--- src/rtl/four_step_wrapped_phase_core_macros.svh ---
// Assertion macros for the four-step wrapped phase core.
`ifndef FOUR_STEP_WRAPPED_PHASE_CORE_MACROS_SVH
`define FOUR_STEP_WRAPPED_PHASE_CORE_MACROS_SVH

// Concurrent implication, checked at the rising edge outside reset.
`define FSWP_ASSERT_IMPL(label, clk, rst_n, ante, cons, msg) \
  label: assert property (@(posedge clk) disable iff (!(rst_n)) (ante) |-> (cons)) \
    else $error(msg);

// Concurrent implication, consequent checked in the cycle after the antecedent.
`define FSWP_ASSERT_NEXT(label, clk, rst_n, ante, cons, msg) \
  label: assert property (@(posedge clk) disable iff (!(rst_n)) (ante) |=> (cons)) \
    else $error(msg);

`endif

--- src/rtl/fswp_pkg.sv ---
// Package: shared constants, types and arctangent table functions.
package fswp_pkg;

  localparam int unsigned PhaseFracBits = 14;
  localparam int unsigned CordicSteps   = 16;
  localparam int unsigned SampleW       = 8;
  localparam int unsigned DiffW         = SampleW + 1;
  localparam int unsigned PhaseW        = 16;
  localparam int unsigned AngBits       = 60;
  localparam int unsigned VecShift      = 40;
  localparam int unsigned VecW          = 53;
  localparam int unsigned AngW          = 64;
  localparam int unsigned QueueDepth    = 2;

  typedef enum logic [1:0] {
    KIND_NORMAL,
    KIND_PI,
    KIND_ZERO,
    KIND_UNDEF
  } kind_e;

  typedef struct packed {
    logic [SampleW-1:0]       x0;
    logic signed [DiffW-1:0]  y0;
    kind_e                    kind;
  } work_t;

  // unsigned quotient by shift and subtract, elaboration-time only
  function automatic longint unsigned div_u64(input longint unsigned a,
                                              input longint unsigned b);
    longint unsigned q;
    longint unsigned r;
    q = '0;
    r = '0;
    for (int i = 63; i >= 0; i--) begin
      r = {r[62:0], a[i]};
      if (r >= b) begin
        r = r - b;
        q[i] = 1'b1;
      end
    end
    return q;
  endfunction

  // atan(1/5) when sel is 0, atan(1/239) when sel is 1, in 2^-60 rad
  function automatic longint atan_inv(input bit sel);
    longint unsigned n;
    longint unsigned n2;
    longint unsigned p;
    longint unsigned term;
    longint unsigned k;
    longint sum;
    n = sel ? 64'd239 : 64'd5;
    n2 = n * n;
    p = div_u64(64'd1 << AngBits, n);
    sum = longint'(p);
    k = 1;
    while (p != 0) begin
      p = div_u64(p, n2);
      term = div_u64(p, 2 * k + 1);
      if (k[0]) sum = sum - longint'(term);
      else sum = sum + longint'(term);
      k = k + 1;
    end
    return sum;
  endfunction

  // atan(2^-i) in 2^-60 rad
  function automatic longint atan_pow2(input int unsigned i);
    longint unsigned p;
    longint unsigned term;
    longint unsigned k;
    int unsigned sh;
    longint sum;
    if (i == 0) return 4 * atan_inv(1'b0) - atan_inv(1'b1);
    if (i >= AngBits) return 0;
    p = (64'd1 << AngBits) >> i;
    sh = 2 * i;
    sum = longint'(p);
    k = 1;
    while (p != 0) begin
      p = (sh < 64) ? (p >> sh) : 64'd0;
      term = div_u64(p, 2 * k + 1);
      if (k[0]) sum = sum - longint'(term);
      else sum = sum + longint'(term);
      k = k + 1;
    end
    return sum;
  endfunction

  function automatic longint half_pi();
    return 2 * atan_pow2(0);
  endfunction

endpackage

--- src/rtl/fswp_queue.sv ---
// Short queue between front end and CORDIC back end.
module fswp_queue (
  input  logic            clk_i,
  input  logic            rst_ni,
  input  logic            push_valid_i,
  output logic            push_ready_o,
  input  fswp_pkg::work_t push_work_i,
  output logic            pop_valid_o,
  input  logic            pop_ready_i,
  output fswp_pkg::work_t pop_work_o
);

  localparam int unsigned PtrW = $clog2(fswp_pkg::QueueDepth);
  localparam int unsigned CntW = $clog2(fswp_pkg::QueueDepth + 1);

  fswp_pkg::work_t mem_q [fswp_pkg::QueueDepth];
  logic [PtrW-1:0] wr_q, wr_d, rd_q, rd_d;
  logic [CntW-1:0] cnt_q, cnt_d;
  logic push, pop;

  assign push_ready_o = (cnt_q != CntW'(fswp_pkg::QueueDepth));
  assign pop_valid_o  = (cnt_q != '0);
  assign pop_work_o   = mem_q[rd_q];
  assign push = push_valid_i && push_ready_o;
  assign pop  = pop_valid_o && pop_ready_i;

  always_comb begin
    wr_d  = wr_q;
    rd_d  = rd_q;
    cnt_d = cnt_q;
    if (push) begin
      wr_d = (wr_q == PtrW'(fswp_pkg::QueueDepth - 1)) ? '0 : wr_q + 1'b1;
    end
    if (pop) begin
      rd_d = (rd_q == PtrW'(fswp_pkg::QueueDepth - 1)) ? '0 : rd_q + 1'b1;
    end
    if (push && !pop) cnt_d = cnt_q + 1'b1;
    else if (pop && !push) cnt_d = cnt_q - 1'b1;
  end

  always_ff @(posedge clk_i or negedge rst_ni) begin
    if (!rst_ni) begin
      wr_q  <= '0;
      rd_q  <= '0;
      cnt_q <= '0;
    end else begin
      wr_q  <= wr_d;
      rd_q  <= rd_d;
      cnt_q <= cnt_d;
    end
  end

  always_ff @(posedge clk_i) begin
    if (push) mem_q[wr_q] <= push_work_i;
  end

endmodule

--- config.mk ---
export PLATFORM = sky130hd
export DESIGN_NAME = fswp_queue
export DESIGN_NICKNAME = d
export VERILOG_FILES = /design/src/rtl/four_step_wrapped_phase_core_macros.svh /design/src/rtl/fswp_pkg.sv /design/src/rtl/fswp_queue.sv
export SDC_FILE = /design/constraint.sdc
export NUM_CORES = 1
export LEC_CHECK = 0
export ABC_AREA = 1
export BUFFER_PORTS_ARGS = -buffer_cell sky130_fd_sc_hd__buf_2
export CAP_MARGIN = 25
export CELL_PAD_IN_SITES_DETAIL_PLACEMENT = 2
export CELL_PAD_IN_SITES_GLOBAL_PLACEMENT = 2
export CORE_MARGIN = 2
export CORE_UTILIZATION = 36
export DETAILED_ROUTE_END_ITERATION = 10
export GPL_ROUTABILITY_DRIVEN = 0
export MAX_ROUTING_LAYER = met4
export PLACE_DENSITY = 0.93
export SLEW_MARGIN = 20
export SYNTH_ARGS = -nofsm -noshare
export SYNTH_HDL_FRONTEND = slang
export SYNTH_SLANG_ARGS = --single-unit
--- constraint.sdc ---
create_clock -name clk_i -period 5.4 [get_ports clk_i]
set_input_delay 0 -clock clk_i [delete_from_list [all_inputs] [get_ports clk_i]]
set_output_delay 0 -clock clk_i [all_outputs]
set_load 0.1 [all_outputs]
==> flow_summary.json, run 1 <==
{
  "outcome": "finished, final reports clean",
  "die_area_mm2": 0.00507,
  "initial_utilization_pct": 37.4,
  "cp_data_required_time_ns": 5.40,
  "path_class": "flip-flop to output port",
  "final_max_slew_viol_count": 0,
  "cp_slowest_cell": "sky130_fd_sc_hd__dfrtp_1",
  "post_drt_via_cell_ratio": 4.71,
  "postSynthAreaPerCell_um2": 12.7,
  "postSynthRegisterBits": 42,
  "tritoncts_clock_tree": "yes",
  "reg2reg_depth": 3,
  "cts-buffers-inserted": 5,
  "htree_levels": 2,
  "synth.top_cell.area_share_pct": 70.2,
  "drt-total-wl_um": 4230,
  "grt_remaining_overflow": 0,
  "grt_antenna_before_repair": 0,
  "final_common_cell": "sky130_fd_sc_hd__nand2_1",
  "design.portCount": 44,
  "nNetsFinal": 220,
  "antenna-diode-count": 0,
  "synthesis.yosys.warnings": 0,
  "cp_buf_inv_count": 2,
  "cap_violations": 0,
  "worstSetupStartpointType": "flip-flop",
  "skew_ns": 0.00761,
  "detail_route.wirelength.met1_um": 1690,
  "hold_viol": 0,
  "placeableCoreArea_mm2": 0.00435,
  "synth_seq_area_share_pct": 76.3,
  "number_of_global_route_vias_before_repair": 1303,
  "drt_iter0_drc": 54,
  "regToRegStartpoint": "rd_q",
  "post-route-min-period_ns": 2.26,
  "synthesis.area_mm2": 0.00163,
  "final_count_of_negative_setup_slack_endpoints": 0,
  "worst_slew_margin_rel_pct": 53.6,
  "area_growth_syn_to_layout_pct": 35.0,
  "grt_setup_unrepaired": "no",
  "crit_path_max_fanout": 21,
  "critical-path-max-stage-delay_ns": 0.64,
  "tritoncts_num_sinks": 42,
  "critical_path.reg2reg.endpoint": "rd_q",
  "synth.top_cells.by_area": "sky130_fd_sc_hd__edfxtp_1 70%, sky130_fd_sc_hd__nand2_1 15%, sky130_fd_sc_hd__dfrtp_1 6.2%, sky130_fd_sc_hd__nand2_4 1.4%, sky130_fd_sc_hd__inv_1 1.2%",
  "synth.largest_area_cell": "sky130_fd_sc_hd__edfxtp_1",
  "critPathTopFamily": "buffers and inverters",
  "detailedPlacementHpwl_um": 2950,
  "reg2reg_setup_slack_ns": 3.68,
  "detail_route_antenna_nets": 0,
  "wire_per_inst_um": 17.0,
  "totalNegativeSetupSlack_ns": 0,
  "rows": 24,
  "grt_usage_pct": 18.3,
  "holdCritPathClass": "primary input to asynchronous set/reset pin",
  "synth_cell_type_count": 15,
  "arrival_ns": 2.26,
  "route.top_layer_used": "met4",
  "max_clock_freq_ghz": 0.442,
  "synth_cells": 128,
  "commonest_cells_after_routing_fill_and_taps_aside": "63 x sky130_fd_sc_hd__nand2_1, 43 x sky130_fd_sc_hd__buf_2, 38 x sky130_fd_sc_hd__edfxtp_1, 21 x sky130_fd_sc_hd__dlygate4sd3_1",
  "post-route-drc-count": 0,
  "buffer_ports.inserted": 43,
  "die_width_um": 71.2,
  "cts_root_buf": "sky130_fd_sc_hd__clkbuf_8",
  "die_h_um": 71.2,
  "met3WireLength_um": 163,
  "cp_common_cell": "sky130_fd_sc_hd__nand2_1",
  "worst_skew_late_latency_ns": 0.29,
  "grt_first_pass_wirelength_um": 6490,
  "drt-pass1-iter-count": 4,
  "layout_cell_share_with_drive_strength_beyond_1_pct": 29.4,
  "pin_count_of_the_biggest_net_entering_global_routing": 22,
  "crit_chain": "inv_1 > nand2_1 > nand2_1 > buf_2",
  "ctsResizeCount": 0,
  "clock_pin_transition_on_the_worst_setup_and_hold_timing_paths_ns": 0.07,
  "final.period_utilization_pct": 41.9,
  "timing_worst_slew_pin_value_ns": 0.697,
  "via_count": 1174,
  "met2_length_um": 2320,
  "synth.net_count": 152,
  "timing.critical_path.to_type": "output port",
  "clockBufferDepth": 2
}
-- how the worst max path moves through the flow --
stage                  start            end  slack, ns  depth (start not counted)
global placement        rd_q  pop_work_o[8]       3.57                          4
CTS                     rd_q  pop_work_o[0]       3.04                          4
floorplan           cnt_q[0]    mem_q[0][0]       3.37                          4
detailed placement      rd_q  pop_work_o[0]       3.39                          4
global route            rd_q  pop_work_o[0]       2.95                          4
finish                  rd_q  pop_work_o[0]       3.14                          4
-- synthesized netlist by cell type --
cell                        n
sky130_fd_sc_hd__edfxtp_1  38
sky130_fd_sc_hd__ha_1       1
sky130_fd_sc_hd__nand3_1    2
sky130_fd_sc_hd__inv_2      2
sky130_fd_sc_hd__inv_1      5
sky130_fd_sc_hd__nand2_2    2
sky130_fd_sc_hd__nand4_1    1
sky130_fd_sc_hd__buf_2      3
sky130_fd_sc_hd__xnor2_1    1
sky130_fd_sc_hd__nor2_1     2
sky130_fd_sc_hd__dfrtp_1    4
sky130_fd_sc_hd__buf_6      1
sky130_fd_sc_hd__nand2_4    2
sky130_fd_sc_hd__nand2_1   63
sky130_fd_sc_hd__xor2_2     1
-- per-stage QoR --
step                hold slack, ns  instance area, um2  setup WS [ns]  util (%)  cells
finish                      0.0528                2200           3.14      50.4    249
global route                0.0494                2200           2.95      50.4    249
CTS                         0.0243                2180           3.04      50.0    248
detailed placement          -0.179                1890           3.39      43.3    219
global placement            -0.191                1890           3.57      43.3    219
floorplan                   -0.296                1630           3.37         -    128
-- repair_timing --
item	4_1_cts	5_1_grt
endpoints found under the hold margin	43	0
hold buffers	21	0
setup buffers	0	0
-- flip-flops by register name (all words and copies together) (netlist names) --
name and count:
wr_q 1, cnt_q 2, rd_q 1, mem_q 38
-- routing by layer --
metal	track usage [%]	vias up
met5	-	-
li1	-	554
met1	20.3	581
met4	7.13	0
met3	4.64	4
met2	31.7	35
-- kinds of logic after synthesis --
family        count (synthesis)  synth area share [%]
buf+inv                      11                  3.23
fa+ha+maj                     1                 0.769
simple gates                 72                  18.2
flops                        42                  76.3
xor+xnor                      2                  1.54
-- layout make-up --
type	count	area, um2
Tap cell	52	65.1
Clock buffer	8	80.1
Sequential cell	42	1240
Inverter	7	26.3
Timing Repair Buffer	65	440
Fill cell	434	2160
Multi-Input combinational cell	75	343
Power of run 1 is not shown: default switching activity piles up to over one toggle a cycle in this logic, so the estimate is an artifact.
==> inputs of run 2 (changes only) <==
--- a/config.mk
+++ b/config.mk
@@ -11,11 +11,11 @@
 export CELL_PAD_IN_SITES_DETAIL_PLACEMENT = 2
 export CELL_PAD_IN_SITES_GLOBAL_PLACEMENT = 2
 export CORE_MARGIN = 2
-export CORE_UTILIZATION = 36
+export CORE_UTILIZATION = 33
 export DETAILED_ROUTE_END_ITERATION = 10
 export GPL_ROUTABILITY_DRIVEN = 0
 export MAX_ROUTING_LAYER = met4
-export PLACE_DENSITY = 0.93
+export PLACE_DENSITY = 0.87
 export SLEW_MARGIN = 20
 export SYNTH_ARGS = -nofsm -noshare
 export SYNTH_HDL_FRONTEND = slang
==> constraint.sdc (replaced) <==
create_clock -name clk_i -period 2.4 [get_ports clk_i]
set_input_delay 0 -clock clk_i [delete_from_list [all_inputs] [get_ports clk_i]]
set_output_delay 0 -clock clk_i [all_outputs]
set_load 0.1 [all_outputs]
==> flow_summary.json, run 2 (synthesis gave the netlist of run 1 again) <==
{
  "number_of_global_route_vias_before_repair": 1294,
  "largest-register": "mem_q",
  "drt-total-wl_um": 4330,
  "buffer_ports.inserted": 43,
  "final.period_utilization_pct": 77.5,
  "drt-pass1-iter-count": 4,
  "pin_count_of_the_biggest_net_entering_global_routing": 21,
  "ctsResizeCount": 0,
  "final_count_of_negative_setup_slack_endpoints": 0,
  "arrival_ns": 1.86,
  "detailedPlacementHpwl_um": 3090,
  "holdCritPathClass": "primary input to flip-flop",
  "reg2reg_setup_slack_ns": 0.69,
  "htree_levels": 2,
  "max_clock_freq_ghz": 0.537,
  "cts_root_buf": "sky130_fd_sc_hd__clkbuf_8",
  "initial_utilization_pct": 34.4,
  "die_width_um": 74.2,
  "nNetsFinal": 222,
  "crit_chain": "inv_1 > nand2_1 > nand2_1 > buf_2",
  "commonest_cells_after_routing_fill_and_taps_aside": "63 x sky130_fd_sc_hd__nand2_1, 43 x sky130_fd_sc_hd__buf_2, 38 x sky130_fd_sc_hd__edfxtp_1, 21 x sky130_fd_sc_hd__dlygate4sd3_1",
  "cp_data_required_time_ns": 2.40,
  "antenna-diode-count": 0,
  "via_count": 1158,
  "grt_usage_pct": 18.4,
  "cap_violations": 0,
  "grt_antenna_before_repair": 0,
  "clock_pin_transition_on_the_worst_setup_and_hold_timing_paths_ns": 0.07,
  "design.portCount": 44,
  "holdPathStages": 3,
  "worstSetupStartpointType": "flip-flop",
  "clockBufferDepth": 2,
  "path_class": "flip-flop to output port",
  "timing_worst_slew_pin_value_ns": 0.622,
  "area_growth_syn_to_layout_pct": 36.4,
  "largest_register_ffs": 38,
  "rows": 25,
  "placeableCoreArea_mm2": 0.00472,
  "reg2reg_depth": 5,
  "grt_remaining_overflow": 0,
  "final_max_slew_viol_count": 0,
  "grt_first_pass_wirelength_um": 6710,
  "detail_route_antenna_nets": 0,
  "cp_common_cell": "sky130_fd_sc_hd__nand2_1",
  "final_common_cell": "sky130_fd_sc_hd__nand2_1",
  "outcome": "finished, final reports clean",
  "grt_setup_unrepaired": "no",
  "die_h_um": 74.2,
  "crit_path_max_fanout": 20,
  "worst_slew_margin_rel_pct": 58.5,
  "post-route-min-period_ns": 1.86,
  "hold_viol": 0,
  "final_cell_count_no_fill": 266,
  "final.hold.worst_slack_ns": 0.0268,
  "die_area_mm2": 0.00551,
  "critical-path-max-stage-delay_ns": 0.47,
  "cts-buffers-inserted": 5,
  "numPlacedInstances": 237,
  "wire_per_inst_um": 16.3,
  "post-route-drc-count": 0,
  "skew_ns": 0.00149,
  "largest_registers": "mem_q x38, cnt_q x2",
  "drt_iter0_drc": 21,
  "post_drt_via_cell_ratio": 4.35,
  "totalNegativeSetupSlack_ns": 0,
  "tritoncts_num_sinks": 42,
  "tritoncts_clock_tree": "yes",
  "worst_skew_late_latency_ns": 0.29,
  "timing.critical_path.to_type": "output port",
  "cp_slowest_cell": "sky130_fd_sc_hd__inv_1",
  "layout_cell_share_with_drive_strength_beyond_1_pct": 30.7
}
==> run 2: cell count changes in the layout (fill, tap and decap cells not counted), sizes merged <==
cell,delta
buf,+2
clkbuf,-2
clkinv,+2
==> run 2: area by class of cell <==
cell class	instances	area, um2
Fill cell	490	2500
Sequential cell	42	1240
Timing Repair Buffer	67	448
Multi-Input combinational cell	75	338
Tap cell	67	83.8
Clock buffer	6	72.6
Inverter	7	26.3
Clock inverter	2	8.76
==> run 2: timing repair <==
action / 4_1_cts / 5_1_grt
buffers inserted: 0 / 0
endpoints found under the hold margin: 43 / 0
hold buffers: 21 / 0
==> run 2: critical path: cells and delay by family (launching register included) <==
family	cells	cell delay, ns
simple gates	2	0.25
buf+inv	2	0.91
flops	1	0.40
==> run 2: metrics by stage <==
step,cell area [um2],util [%],setup slack [ns]
6_report,2220,47.0,0.540
5_1_grt,2220,47.0,0.340
4_1_cts,2220,47.0,0.483
3_5_place_dp,1930,40.8,0.698
3_3_place_gp,1930,40.8,0.870
2_1_floorplan,1630,-,0.369
==> run 2: path summary, 6_finish.rpt <==
kind / start / endpoint
max reg2reg: cnt_q[0] / mem_q[0][0]
min: push_valid_i / wr_q
max: rd_q / pop_work_o[3]
min reg2reg: cnt_q[0] / cnt_q[0]
min in group asynchronous: rst_ni / cnt_q[1]
max in group asynchronous: rst_ni / wr_q
==> run 2: layer usage <==
layer	part of all wire [%]	vias to the layer above	global-route usage, %
li1	-	554	-
met2	57	31	33.8
met3	3.6	9	4.88
met5	0	-	-
met1	38	564	18.8
met4	1.5	0	6.06
Power of run 2 is left out for the same reason.
