==> src/rtl/four_step_wrapped_phase_core_macros.svh <==
// Assertion macros for the four-step wrapped phase core.
`ifndef FOUR_STEP_WRAPPED_PHASE_CORE_MACROS_SVH
`define FOUR_STEP_WRAPPED_PHASE_CORE_MACROS_SVH

// Concurrent implication, checked at the rising edge outside reset.
`define FSWP_ASSERT_IMPL(label, clk, rst_n, ante, cons, msg) \
  label: assert property (@(posedge clk) disable iff (!(rst_n)) (ante) |-> (cons)) \
    else $error(msg);

// Concurrent implication, consequent checked in the cycle after the antecedent.
`define FSWP_ASSERT_NEXT(label, clk, rst_n, ante, cons, msg) \
  label: assert property (@(posedge clk) disable iff (!(rst_n)) (ante) |=> (cons)) \
    else $error(msg);

`endif

==> src/rtl/fswp_pkg.sv <==
// Package: shared constants, types and arctangent table functions.
package fswp_pkg;

  localparam int unsigned PhaseFracBits = 14;
  localparam int unsigned CordicSteps   = 16;
  localparam int unsigned SampleW       = 8;
  localparam int unsigned DiffW         = SampleW + 1;
  localparam int unsigned PhaseW        = 16;
  localparam int unsigned AngBits       = 60;
  localparam int unsigned VecShift      = 40;
  localparam int unsigned VecW          = 53;
  localparam int unsigned AngW          = 64;
  localparam int unsigned QueueDepth    = 2;

  typedef enum logic [1:0] {
    KIND_NORMAL,
    KIND_PI,
    KIND_ZERO,
    KIND_UNDEF
  } kind_e;

  typedef struct packed {
    logic [SampleW-1:0]       x0;
    logic signed [DiffW-1:0]  y0;
    kind_e                    kind;
  } work_t;

  // unsigned quotient by shift and subtract, elaboration-time only
  function automatic longint unsigned div_u64(input longint unsigned a,
                                              input longint unsigned b);
    longint unsigned q;
    longint unsigned r;
    q = '0;
    r = '0;
    for (int i = 63; i >= 0; i--) begin
      r = {r[62:0], a[i]};
      if (r >= b) begin
        r = r - b;
        q[i] = 1'b1;
      end
    end
    return q;
  endfunction

  // atan(1/5) when sel is 0, atan(1/239) when sel is 1, in 2^-60 rad
  function automatic longint atan_inv(input bit sel);
    longint unsigned n;
    longint unsigned n2;
    longint unsigned p;
    longint unsigned term;
    longint unsigned k;
    longint sum;
    n = sel ? 64'd239 : 64'd5;
    n2 = n * n;
    p = div_u64(64'd1 << AngBits, n);
    sum = longint'(p);
    k = 1;
    while (p != 0) begin
      p = div_u64(p, n2);
      term = div_u64(p, 2 * k + 1);
      if (k[0]) sum = sum - longint'(term);
      else sum = sum + longint'(term);
      k = k + 1;
    end
    return sum;
  endfunction

  // atan(2^-i) in 2^-60 rad
  function automatic longint atan_pow2(input int unsigned i);
    longint unsigned p;
    longint unsigned term;
    longint unsigned k;
    int unsigned sh;
    longint sum;
    if (i == 0) return 4 * atan_inv(1'b0) - atan_inv(1'b1);
    if (i >= AngBits) return 0;
    p = (64'd1 << AngBits) >> i;
    sh = 2 * i;
    sum = longint'(p);
    k = 1;
    while (p != 0) begin
      p = (sh < 64) ? (p >> sh) : 64'd0;
      term = div_u64(p, 2 * k + 1);
      if (k[0]) sum = sum - longint'(term);
      else sum = sum + longint'(term);
      k = k + 1;
    end
    return sum;
  endfunction

  function automatic longint half_pi();
    return 2 * atan_pow2(0);
  endfunction

endpackage

==> src/rtl/fswp_intf.sv <==
// Handshake interfaces for sample words and phase words.
interface fswp_in_if;
  logic                        valid;
  logic                        ready;
  logic [fswp_pkg::SampleW-1:0] sample_one;
  logic [fswp_pkg::SampleW-1:0] sample_two;
  logic [fswp_pkg::SampleW-1:0] sample_three;
  logic [fswp_pkg::SampleW-1:0] sample_four;
  modport source(output valid, sample_one, sample_two, sample_three, sample_four,
                 input ready);
  modport sink(input valid, sample_one, sample_two, sample_three, sample_four,
               output ready);
endinterface


==> src/rtl/fswp_front.sv <==
// Front end: forms numerator and denominator and classifies each word.
module fswp_front (
  fswp_in_if.sink             in_i,
  input  logic                push_ready_i,
  output logic                push_valid_o,
  output fswp_pkg::work_t     push_work_o
);

  logic signed [fswp_pkg::DiffW-1:0] num;
  logic signed [fswp_pkg::DiffW-1:0] den;
  logic signed [fswp_pkg::DiffW-1:0] den_abs;

  assign num = $signed({1'b0, in_i.sample_four}) - $signed({1'b0, in_i.sample_two});
  assign den = $signed({1'b0, in_i.sample_one}) - $signed({1'b0, in_i.sample_three});
  assign den_abs = den[fswp_pkg::DiffW-1] ? -den : den;

  assign in_i.ready   = push_ready_i;
  assign push_valid_o = in_i.valid;

  always_comb begin
    push_work_o.x0 = den_abs[fswp_pkg::SampleW-1:0];
    push_work_o.y0 = den[fswp_pkg::DiffW-1] ? -num : num;
    if (den != '0) begin
      push_work_o.kind = fswp_pkg::KIND_NORMAL;
    end else if (num == '0) begin
      push_work_o.kind = fswp_pkg::KIND_UNDEF;
    end else if (num[fswp_pkg::DiffW-1]) begin
      push_work_o.kind = fswp_pkg::KIND_ZERO;
    end else begin
      push_work_o.kind = fswp_pkg::KIND_PI;
    end
  end

endmodule

==> src/flat_wrapper.sv <==
// flat-port wrapper written by rule: the top's interface ports become plain ports
module fswp_front_flat 
  (push_ready_i, push_valid_o, push_work_o, in_i_valid, in_i_sample_one, in_i_sample_two, in_i_sample_three, in_i_sample_four, in_i_ready);
  fswp_in_if in_i_i ();
  input  logic push_ready_i;
  output logic push_valid_o;
  output fswp_pkg::work_t push_work_o;
  input wire logic [$bits(in_i_i.valid)-1:0] in_i_valid;
  input wire logic [$bits(in_i_i.sample_one)-1:0] in_i_sample_one;
  input wire logic [$bits(in_i_i.sample_two)-1:0] in_i_sample_two;
  input wire logic [$bits(in_i_i.sample_three)-1:0] in_i_sample_three;
  input wire logic [$bits(in_i_i.sample_four)-1:0] in_i_sample_four;
  output wire logic [$bits(in_i_i.ready)-1:0] in_i_ready;
  assign in_i_i.valid = in_i_valid;
  assign in_i_i.sample_one = in_i_sample_one;
  assign in_i_i.sample_two = in_i_sample_two;
  assign in_i_i.sample_three = in_i_sample_three;
  assign in_i_i.sample_four = in_i_sample_four;
  assign in_i_ready = in_i_i.ready;
  fswp_front u_core (.in_i(in_i_i), .push_ready_i(push_ready_i), .push_valid_o(push_valid_o), .push_work_o(push_work_o));
endmodule
==> config.mk <==
export PLATFORM = sky130hd
export DESIGN_NAME = fswp_front_flat
export DESIGN_NICKNAME = d
export VERILOG_FILES = /design/src/rtl/four_step_wrapped_phase_core_macros.svh /design/src/rtl/fswp_pkg.sv /design/src/rtl/fswp_intf.sv /design/src/rtl/fswp_front.sv /design/src/flat_wrapper.sv
export SDC_FILE = /design/constraint.sdc
export NUM_CORES = 1
export LEC_CHECK = 0
export BUFFER_PORTS_ARGS = -buffer_cell sky130_fd_sc_hd__buf_2
export CAP_MARGIN = 20
export CORE_ASPECT_RATIO = 1.1
export CORE_MARGIN = 2
export CORE_UTILIZATION = 37
export DETAILED_ROUTE_END_ITERATION = 16
export PLACE_DENSITY = 0.76
export SETUP_SLACK_MARGIN = 0.5
export SYNTH_ARGS = -nofsm -noshare
export SYNTH_HDL_FRONTEND = slang
export SYNTH_SLANG_ARGS = --single-unit
==> constraint.sdc <==
create_clock -name vclk -period 3.8
set_input_delay 0.76 -clock vclk [all_inputs]
set_output_delay 0.76 -clock vclk [all_outputs]
set_load 0.01 [all_outputs]
==> qor.yml, run 1 <==
max_stage_delay_ps: 360
start_kind: "input port"
grt_overflow: 0
drcViolationCount: 0
setup_ws_ps: 195
place_congestion: 0.840
dieHeight_um: 60.8
wl_per_cell_um: 11.7
drt_pass1_iterations: 2
syn_inst: 152
rsz0062_at_grt: "yes"
finalMaxSlewViolations: 0
grt_pass1_wl_um: 4730
ys_seq_area_frac: 0
initial_core_util: 0.390
total_power_uw: 471
cp_slowest_cell: "fa_2"
vias: 1251
relSlewSlack: 0.603
n_clock_buffer: 0
ir_worst_vdd_v: 0.000152
die_w_um: 55.6
path_buf_inv: 5
pre_cts_slack_ps: 126
tightest_slew_ps: 595
placed_cells_incl_taps: 234
vias_per_cell: 4.94
synth_area_per_cell_um2: 7.13
ant_nets: 0
pin_count: 55
die_area_um2: 3380
num_rows: 20
seq_area_um2: 0
path_cells: "buf_6 > inv_4 > ha_4 > inv_2 > fa_2 > a211oi_4 > o21ai_1 > a21o_1 > a21o_4 > buf_4 > nor2_4 > xor2_2 > buf_2"
grt_pass1_vias: 1160
design.core.area_um2: 2780
grt_use_total: 0.167
netlist_area_um2: 1080
nFlopsAndLatches: 0
wl_um: 2960
drtIter0Drc: 14
crit_required_ps: 3040
cpLargestDelayFamily: "compound AO/OA/AOI/OAI gates"
nets: 279
synth_nets: 209
status: "completed"
syn_to_final_growth_pct: 69.6
num-fill-cells: 241
fin_setup_tns_ps: 0
end_kind: "output port"
finalCritPeriodShare: 0.949
final_common_cell: "buf_2"
hold_viol: 0
stdcell_area_um2: 1840
hp-class: "in -> out"
stdcell_count: 253
antenna_found_initial: 0
cp_max_fo: 8
post_dp_cell_area_um2: 1430
mostFrequentLayoutCells: "buf_2, inv_1, buf_4, ha_1, nor2_1"
n_antenna_cell: 0
clock.fmax_mhz: 277
port_buffers: 51
postCtsHoldBufs: 0
drive_above_1_share: 0.550
crit_arrival_ps: 2840
powerDensity_nw_per_um2: 256
synth_cell_type_count: 38
ys_warn_count: 0
p_leak_uw: 0.000906
period_needed_ps: 3600
dp_hpwl_um: 1950
criticalPathCategory: "in -> out"
setup_viol: 0
max_cap_viol_count: 0
grt_max_degree: 9
metrics by stage:
| stage | utilization | hold slack (ps) |
|---|---|---|
| after CTS | 0.594 | 1520 |
| after detailed placement | 0.514 | 1520 |
| after global placement | 0.514 | 1520 |
| after global routing | 0.662 | 1520 |
| after floorplan | - | 1610 |
| final | 0.662 | 1520 |
where the power goes:
part           switching [uW]  total [uW]  internal, uW
clock                       0           0             0
sequential                  0           0             0
combinational             244         471           228
area by class of cell:
class                           count  area [um2]  share of cell area
Multi-Input combinational cell    125        1280               0.695
Timing Repair Buffer               70         420               0.229
Inverter                           25        98.8              0.0538
Tap cell                           33        41.3              0.0225
path summary, 6_finish.rpt:
check | from | end | slack (ps) | depth (start not counted)
max | in_i_sample_one[0] | push_work_o[6] | 200 | 13
min | push_ready_i | in_i_ready | 1520 | 0
cells in the mapped netlist, types with 2 or more instances:
| cell type | instances | area, um2 |
|---|---|---|
| nor2_2 | 3 | 18.8 |
| a21oi_2 | 2 | 17.5 |
| xor2_1 | 9 | 78.8 |
| nor3_1 | 3 | 15.0 |
| nand2_1 | 4 | 15.0 |
| o21ai_0 | 6 | 30.0 |
| o21a_1 | 2 | 15.0 |
| xnor2_1 | 13 | 114 |
| a21oi_1 | 6 | 30.0 |
| or4_1 | 2 | 15.0 |
| a21o_1 | 2 | 15.0 |
| mux2_2 | 2 | 22.5 |
| fa_1 | 2 | 40.0 |
| nand4_1 | 2 | 12.5 |
| ha_1 | 21 | 263 |
| inv_1 | 25 | 93.8 |
| nor2_1 | 21 | 78.8 |
| nand2b_1 | 3 | 18.8 |
| o21ai_1 | 2 | 10.0 |
| a31oi_1 | 2 | 12.5 |
| o21bai_1 | 2 | 15.0 |
| buf_4 | 2 | 15.0 |
logic make-up after synthesis:
group,count (synthesis),share of synthesized area
AOI/OAI and AO/OA,34,0.219
xor gates and xnor gates,22,0.178
adders and majority gates,23,0.279
buffers and inverters,28,0.111
muxes,3,0.0300
and+or+nand+nor,42,0.182
timing repair:
item | CTS | global route
endpoints found under the setup margin | 17 | 17
buffers inserted | 10 | 8
cloned | 1 | 0
resized for setup | 30 | 23
pin swaps | 19 | 21
layer usage:
layer  global-route usage  vias up  share of wire
met5                    0        -              0
met4                    0        0          0.013
met3              0.00640        4          0.049
met2                0.354       37           0.56
met1                0.199      563           0.38
li1                     -      647              -
(Power assumes the default switching activity.)
==> run 2, diff against run 1 <==
--- a/config.mk
+++ b/config.mk
@@ -8,7 +8,6 @@
 export BUFFER_PORTS_ARGS = -buffer_cell sky130_fd_sc_hd__buf_2
 export CAP_MARGIN = 20
 export CORE_ASPECT_RATIO = 1.1
-export CORE_MARGIN = 2
 export CORE_UTILIZATION = 37
 export DETAILED_ROUTE_END_ITERATION = 16
 export PLACE_DENSITY = 0.76
==> qor.yml, run 2 (synthesis gave the netlist of run 1 again) <==
status: "completed"  # unchanged
start_kind: "input port"  # unchanged
crit_arrival_ps: 2890  # was 2840 ps
seq_area_um2: 0  # unchanged
vias: 1206  # was 1251
total_power_uw: 433  # was 471 uW
path_buf_inv: 6  # was 5
end_kind: "output port"  # unchanged
path_cells: "buf_6 > inv_4 > ha_4 > inv_2 > fa_2 > buf_4 > xnor2_1 > buf_4 > nand3_1 > nor3_1 > a31oi_2 > xnor2_1 > buf_2"  # was buf_6 > inv_4 > ha_4 > inv_2 > fa_2 > a211oi_4 > o21ai_1 > a21o_1 > a21o_4 > buf_4 > nor2_4 > xor2_2 > buf_2
vias_per_cell: 4.92  # was 4.94
finalCritPeriodShare: 0.961  # was 0.949
wl_um: 2580  # was 2960 um
port_buffers: 51  # unchanged
ir_worst_vdd_v: 0.000152  # about the same
grt_max_degree: 9  # unchanged
hp-start: "in_i_valid"  # was push_ready_i
initial_core_util: 0.390  # unchanged
post_dp_cell_area_um2: 1430  # about the same
cp_slowest_cell: "fa_2"  # unchanged
cp_max_fo: 2  # was 8
tightest_slew_ps: 588  # was 595 ps
cpLargestDelayFamily: "buffers and inverters"  # was compound AO/OA/AOI/OAI gates
pin_count: 55  # unchanged
startpoint: "in_i_sample_four[0]"  # was in_i_sample_one[0]
drtIter0Drc: 5  # was 14
syn_to_final_growth_pct: 59.9  # was 69.6%
stdcell_area_um2: 1730  # was 1840 um2
hp-class: "in -> out"  # unchanged
die_area_um2: 3150  # was 3380 um2
period_needed_ps: 3650  # was 3600 ps
criticalPathCategory: "in -> out"  # unchanged
clock.fmax_mhz: 274  # was 277 MHz
powerDensity_nw_per_um2: 250  # was 256 nW/um2
setup_ws_ps: 146  # was 195 ps
final_common_cell: "buf_2"  # unchanged
drive_above_1_share: 0.509  # was 0.550
pre_cts_slack_ps: 125  # was 126 ps
mostFrequentLayoutCells: "buf_2, inv_1, ha_1, nor2_1, buf_4"  # was buf_2, inv_1, buf_4, ha_1, nor2_1
p_leak_uw: 0.000868  # was 0.000906 uW
die_w_um: 53.6  # was 55.6 um
grt_overflow: 0  # unchanged
grt_pass1_vias: 1035  # was 1160
postCtsHoldBufs: 0  # unchanged
drt_pass1_iterations: 4  # was 2
dieHeight_um: 58.8  # was 60.8 um
drcViolationCount: 0  # unchanged
design.core.area_um2: 2780  # unchanged
dp_hpwl_um: 1960  # was 1950 um
stdcell_count: 245  # was 253
grt_use_total: 0.163  # was 0.167
grt_pass1_wl_um: 4020  # was 4730 um
wl_per_cell_um: 10.5  # was 11.7 um
hold_viol: 0  # unchanged
placed_cells_incl_taps: 235  # was 234
crit_required_ps: 3040  # about the same
num_rows: 20  # unchanged
relSlewSlack: 0.606  # was 0.603
max_cap_viol_count: 0  # unchanged
antenna_found_initial: 0  # unchanged
finalMaxSlewViolations: 0  # unchanged
rsz0062_at_grt: "yes"  # unchanged
n_clock_buffer: 0  # unchanged
nFlopsAndLatches: 0  # unchanged
n_antenna_cell: 0  # unchanged
nets: 271  # was 279
place_congestion: 0.747  # was 0.840
ant_nets: 0  # unchanged
max_stage_delay_ps: 390  # was 360 ps
setup_viol: 0  # unchanged
run 2: changes by cell type in the layout (fill, tap and decap cells not counted), sizes merged:
cell	delta
buf	-8
run 2: per-layer routing:
metal,global-route usage,share of wire
met5,0,0
met4,0,0
met3,0.00258,0.033
met2,0.346,0.53
met1,0.180,0.44
run 2: area by class of cell:
cell class	count	area (um2)
fillers	252	1040
well taps	33	41.3
inverters	25	98.8
multi-input cells	125	1230
repair buffers	62	363
run 2: where the power goes:
| part | internal, uW | leakage [uW] | switching [uW] |
|---|---|---|---|
| sequential | 0 | 0 | 0 |
| combinational | 208 | 0.000868 | 225 |
| clock | 0 | 0 | 0 |
| total | 208 | 0.000868 | 225 |
run 2: worst paths after layout:
kind                             end  cells after the start  slack [ps]
worst max-delay path  push_work_o[9]                     13         150
worst min-delay path    push_valid_o                      0        1520
run 2: timing repair:
item / CTS / global route
cloned: 1 / 0
gates resized for setup: 25 / 22
setup buffers: 7 / 2
pin swaps: 23 / 12
setup endpoints to repair: 17 / 17
run 2: through the flow:
stage,util,hold WS (ps),TNS (ps)
global route,0.624,1520,-11.5
detailed placement,0.516,1520,0
floorplan,-,1610,0
CTS,0.583,1520,0
finish,0.624,1520,0
global placement,0.516,1520,0
==> run 3, diff against run 2 <==
--- a/config.mk
+++ b/config.mk
@@ -8,9 +8,10 @@
 export BUFFER_PORTS_ARGS = -buffer_cell sky130_fd_sc_hd__buf_2
 export CAP_MARGIN = 20
 export CORE_ASPECT_RATIO = 1.1
-export CORE_UTILIZATION = 37
+export CORE_UTILIZATION = 49
 export DETAILED_ROUTE_END_ITERATION = 16
-export PLACE_DENSITY = 0.76
+export PLACE_DENSITY = 0.94
+export RECOVER_POWER = 50
 export SETUP_SLACK_MARGIN = 0.5
 export SYNTH_ARGS = -nofsm -noshare
 export SYNTH_HDL_FRONTEND = slang
==> qor.yml, run 3 (synthesis gave the netlist of run 1 again) <==
finalMaxSlewViolations: 0  # unchanged
grt_overflow: 0  # unchanged
drcViolationCount: 0  # unchanged
grt_use_total: 0.244  # was 0.163
setup_viol: 0  # unchanged
rsz0062_at_grt: "yes"  # unchanged
p_leak_uw: 0.000879  # was 0.000868 uW
n_clock_buffer: 0  # unchanged
num-fill-cells: 110  # was 252
cp_max_fo: 8  # was 2
criticalPathCategory: "in -> out"  # unchanged
ant_nets: 0  # unchanged
clock.fmax_mhz: 271  # was 274 MHz
syn_to_final_growth_pct: 65.0  # was 59.9%
relSlewSlack: 0.667  # was 0.606
path_buf_inv: 4  # was 6
nets: 277  # was 271
num_rows: 17  # was 20
cp_common_cell: "a21o_1"
hp-class: "in -> out"  # unchanged
max_stage_delay_ps: 390  # about the same
crit_required_ps: 3040  # about the same
pin_count: 55  # unchanged
postCtsHoldBufs: 0  # unchanged
cpLargestDelayFamily: "compound AO/OA/AOI/OAI gates"  # was buffers and inverters
path_cells: "buf_6 > inv_4 > ha_4 > inv_2 > fa_2 > a211oi_4 > o21ai_0 > a21o_1 > a21o_1 > nor2_1 > xor2_2 > buf_2"  # was buf_6 > inv_4 > ha_4 > inv_2 > fa_2 > buf_4 > xnor2_1 > buf_4 > nand3_1 > nor3_1 > a31oi_2 > xnor2_1 > buf_2
drt_pass1_iterations: 4  # unchanged
powerDensity_nw_per_um2: 266  # was 250 nW/um2
end_kind: "output port"  # unchanged
tightest_slew_ps: 499  # was 588 ps
status: "completed"  # unchanged
grt_max_degree: 9  # unchanged
dp_hpwl_um: 2000  # was 1960 um
design.core.area_um2: 2040  # was 2780 um2
hold_viol: 0  # unchanged
final_common_cell: "buf_2"  # unchanged
stdcell_count: 246  # was 245
drive_above_1_share: 0.518  # was 0.509
grt_pass1_vias: 1151  # was 1035
drtIter0Drc: 16  # was 5
hold_depth: 0  # unchanged
nFlopsAndLatches: 0  # unchanged
port_buffers: 51  # unchanged
n_antenna_cell: 0  # unchanged
hold_end: "in_i_ready"  # was push_valid_o
start_kind: "input port"  # unchanged
initial_core_util: 0.531  # was 0.390
place_congestion: 0.782  # was 0.747
hp-start: "push_ready_i"  # was in_i_valid
wl_um: 3560  # was 2580 um
ir_worst_vdd_v: 0.000196  # was 0.000152 V
period_needed_ps: 3680  # was 3650 ps
die_w_um: 46.8  # was 53.6 um
seq_area_um2: 0  # unchanged
vias: 1332  # was 1206
finalCritPeriodShare: 0.969  # was 0.961
dieHeight_um: 51.3  # was 58.8 um
antenna_found_initial: 0  # unchanged
wl_per_cell_um: 14.5  # was 10.5 um
grt_pass1_wl_um: 4490  # was 4020 um
mostFrequentLayoutCells: "buf_2, inv_1, nor2_1, ha_1, buf_4"  # was buf_2, inv_1, ha_1, nor2_1, buf_4
vias_per_cell: 5.41  # was 4.92
fin_setup_tns_ps: 0  # unchanged
placed_cells_incl_taps: 229  # was 235
cp_slowest_cell: "fa_2"  # unchanged
max_cap_viol_count: 0  # unchanged
crit_arrival_ps: 2920  # was 2890 ps
die_area_um2: 2400  # was 3150 um2
-- run 3: timing repair --
action                                  CTS  global route
buffers inserted                          9             7
cloned                                    1             0
hold endpoints to repair                  0             0
gates resized for setup                  31            22
endpoints found under the setup margin   17            17
pin swaps                                31            24
-- run 3: through the flow --
stage	instance area, um2	total power (uW)	utilization	setup slack (ps)	hold slack [ps]
after detailed placement	1420	343	0.695	125	1520
after floorplan	1150	246	-	431	1610
after CTS	1640	406	0.802	137	1520
after global placement	1420	336	0.695	168	1520
final	1790	476	0.876	117	1520
after global routing	1790	507	0.876	48.9	1520
-- run 3: layout make-up --
class              instances  area [um2]  share of cell area
well taps                 28        35.0              0.0196
inverters                 25        98.8              0.0553
repair buffers            68         413               0.231
multi-input cells        125        1240               0.694
-- run 3: layer usage --
layer	vias up	wire length [um]	GRT usage
li1	645	-	-
met1	636	1330	0.263
met2	47	2050	0.502
met3	4	146	0.0212
met4	0	35	0.00952
met5	-	0	0
-- run 3: worst max-delay path by stage --
stage / start / slack [ps] / end / cells after the start
6_report: in_i_sample_one[0] / 120 / push_work_o[15] / 12
5_1_grt: in_i_sample_one[0] / 50 / push_work_o[15] / 12
4_1_cts: in_i_sample_four[0] / 140 / push_work_o[10] / 13
3_5_place_dp: in_i_sample_four[0] / 120 / push_work_o[10] / 13
3_3_place_gp: in_i_sample_four[0] / 170 / push_work_o[10] / 13
2_1_floorplan: in_i_sample_four[0] / 430 / push_work_o[10] / 11
-- run 3: where the power goes --
part	switching, uW	leakage [uW]	internal [uW]
logic	250	0.000879	226
registers	0	0	0
clock network	0	0	0
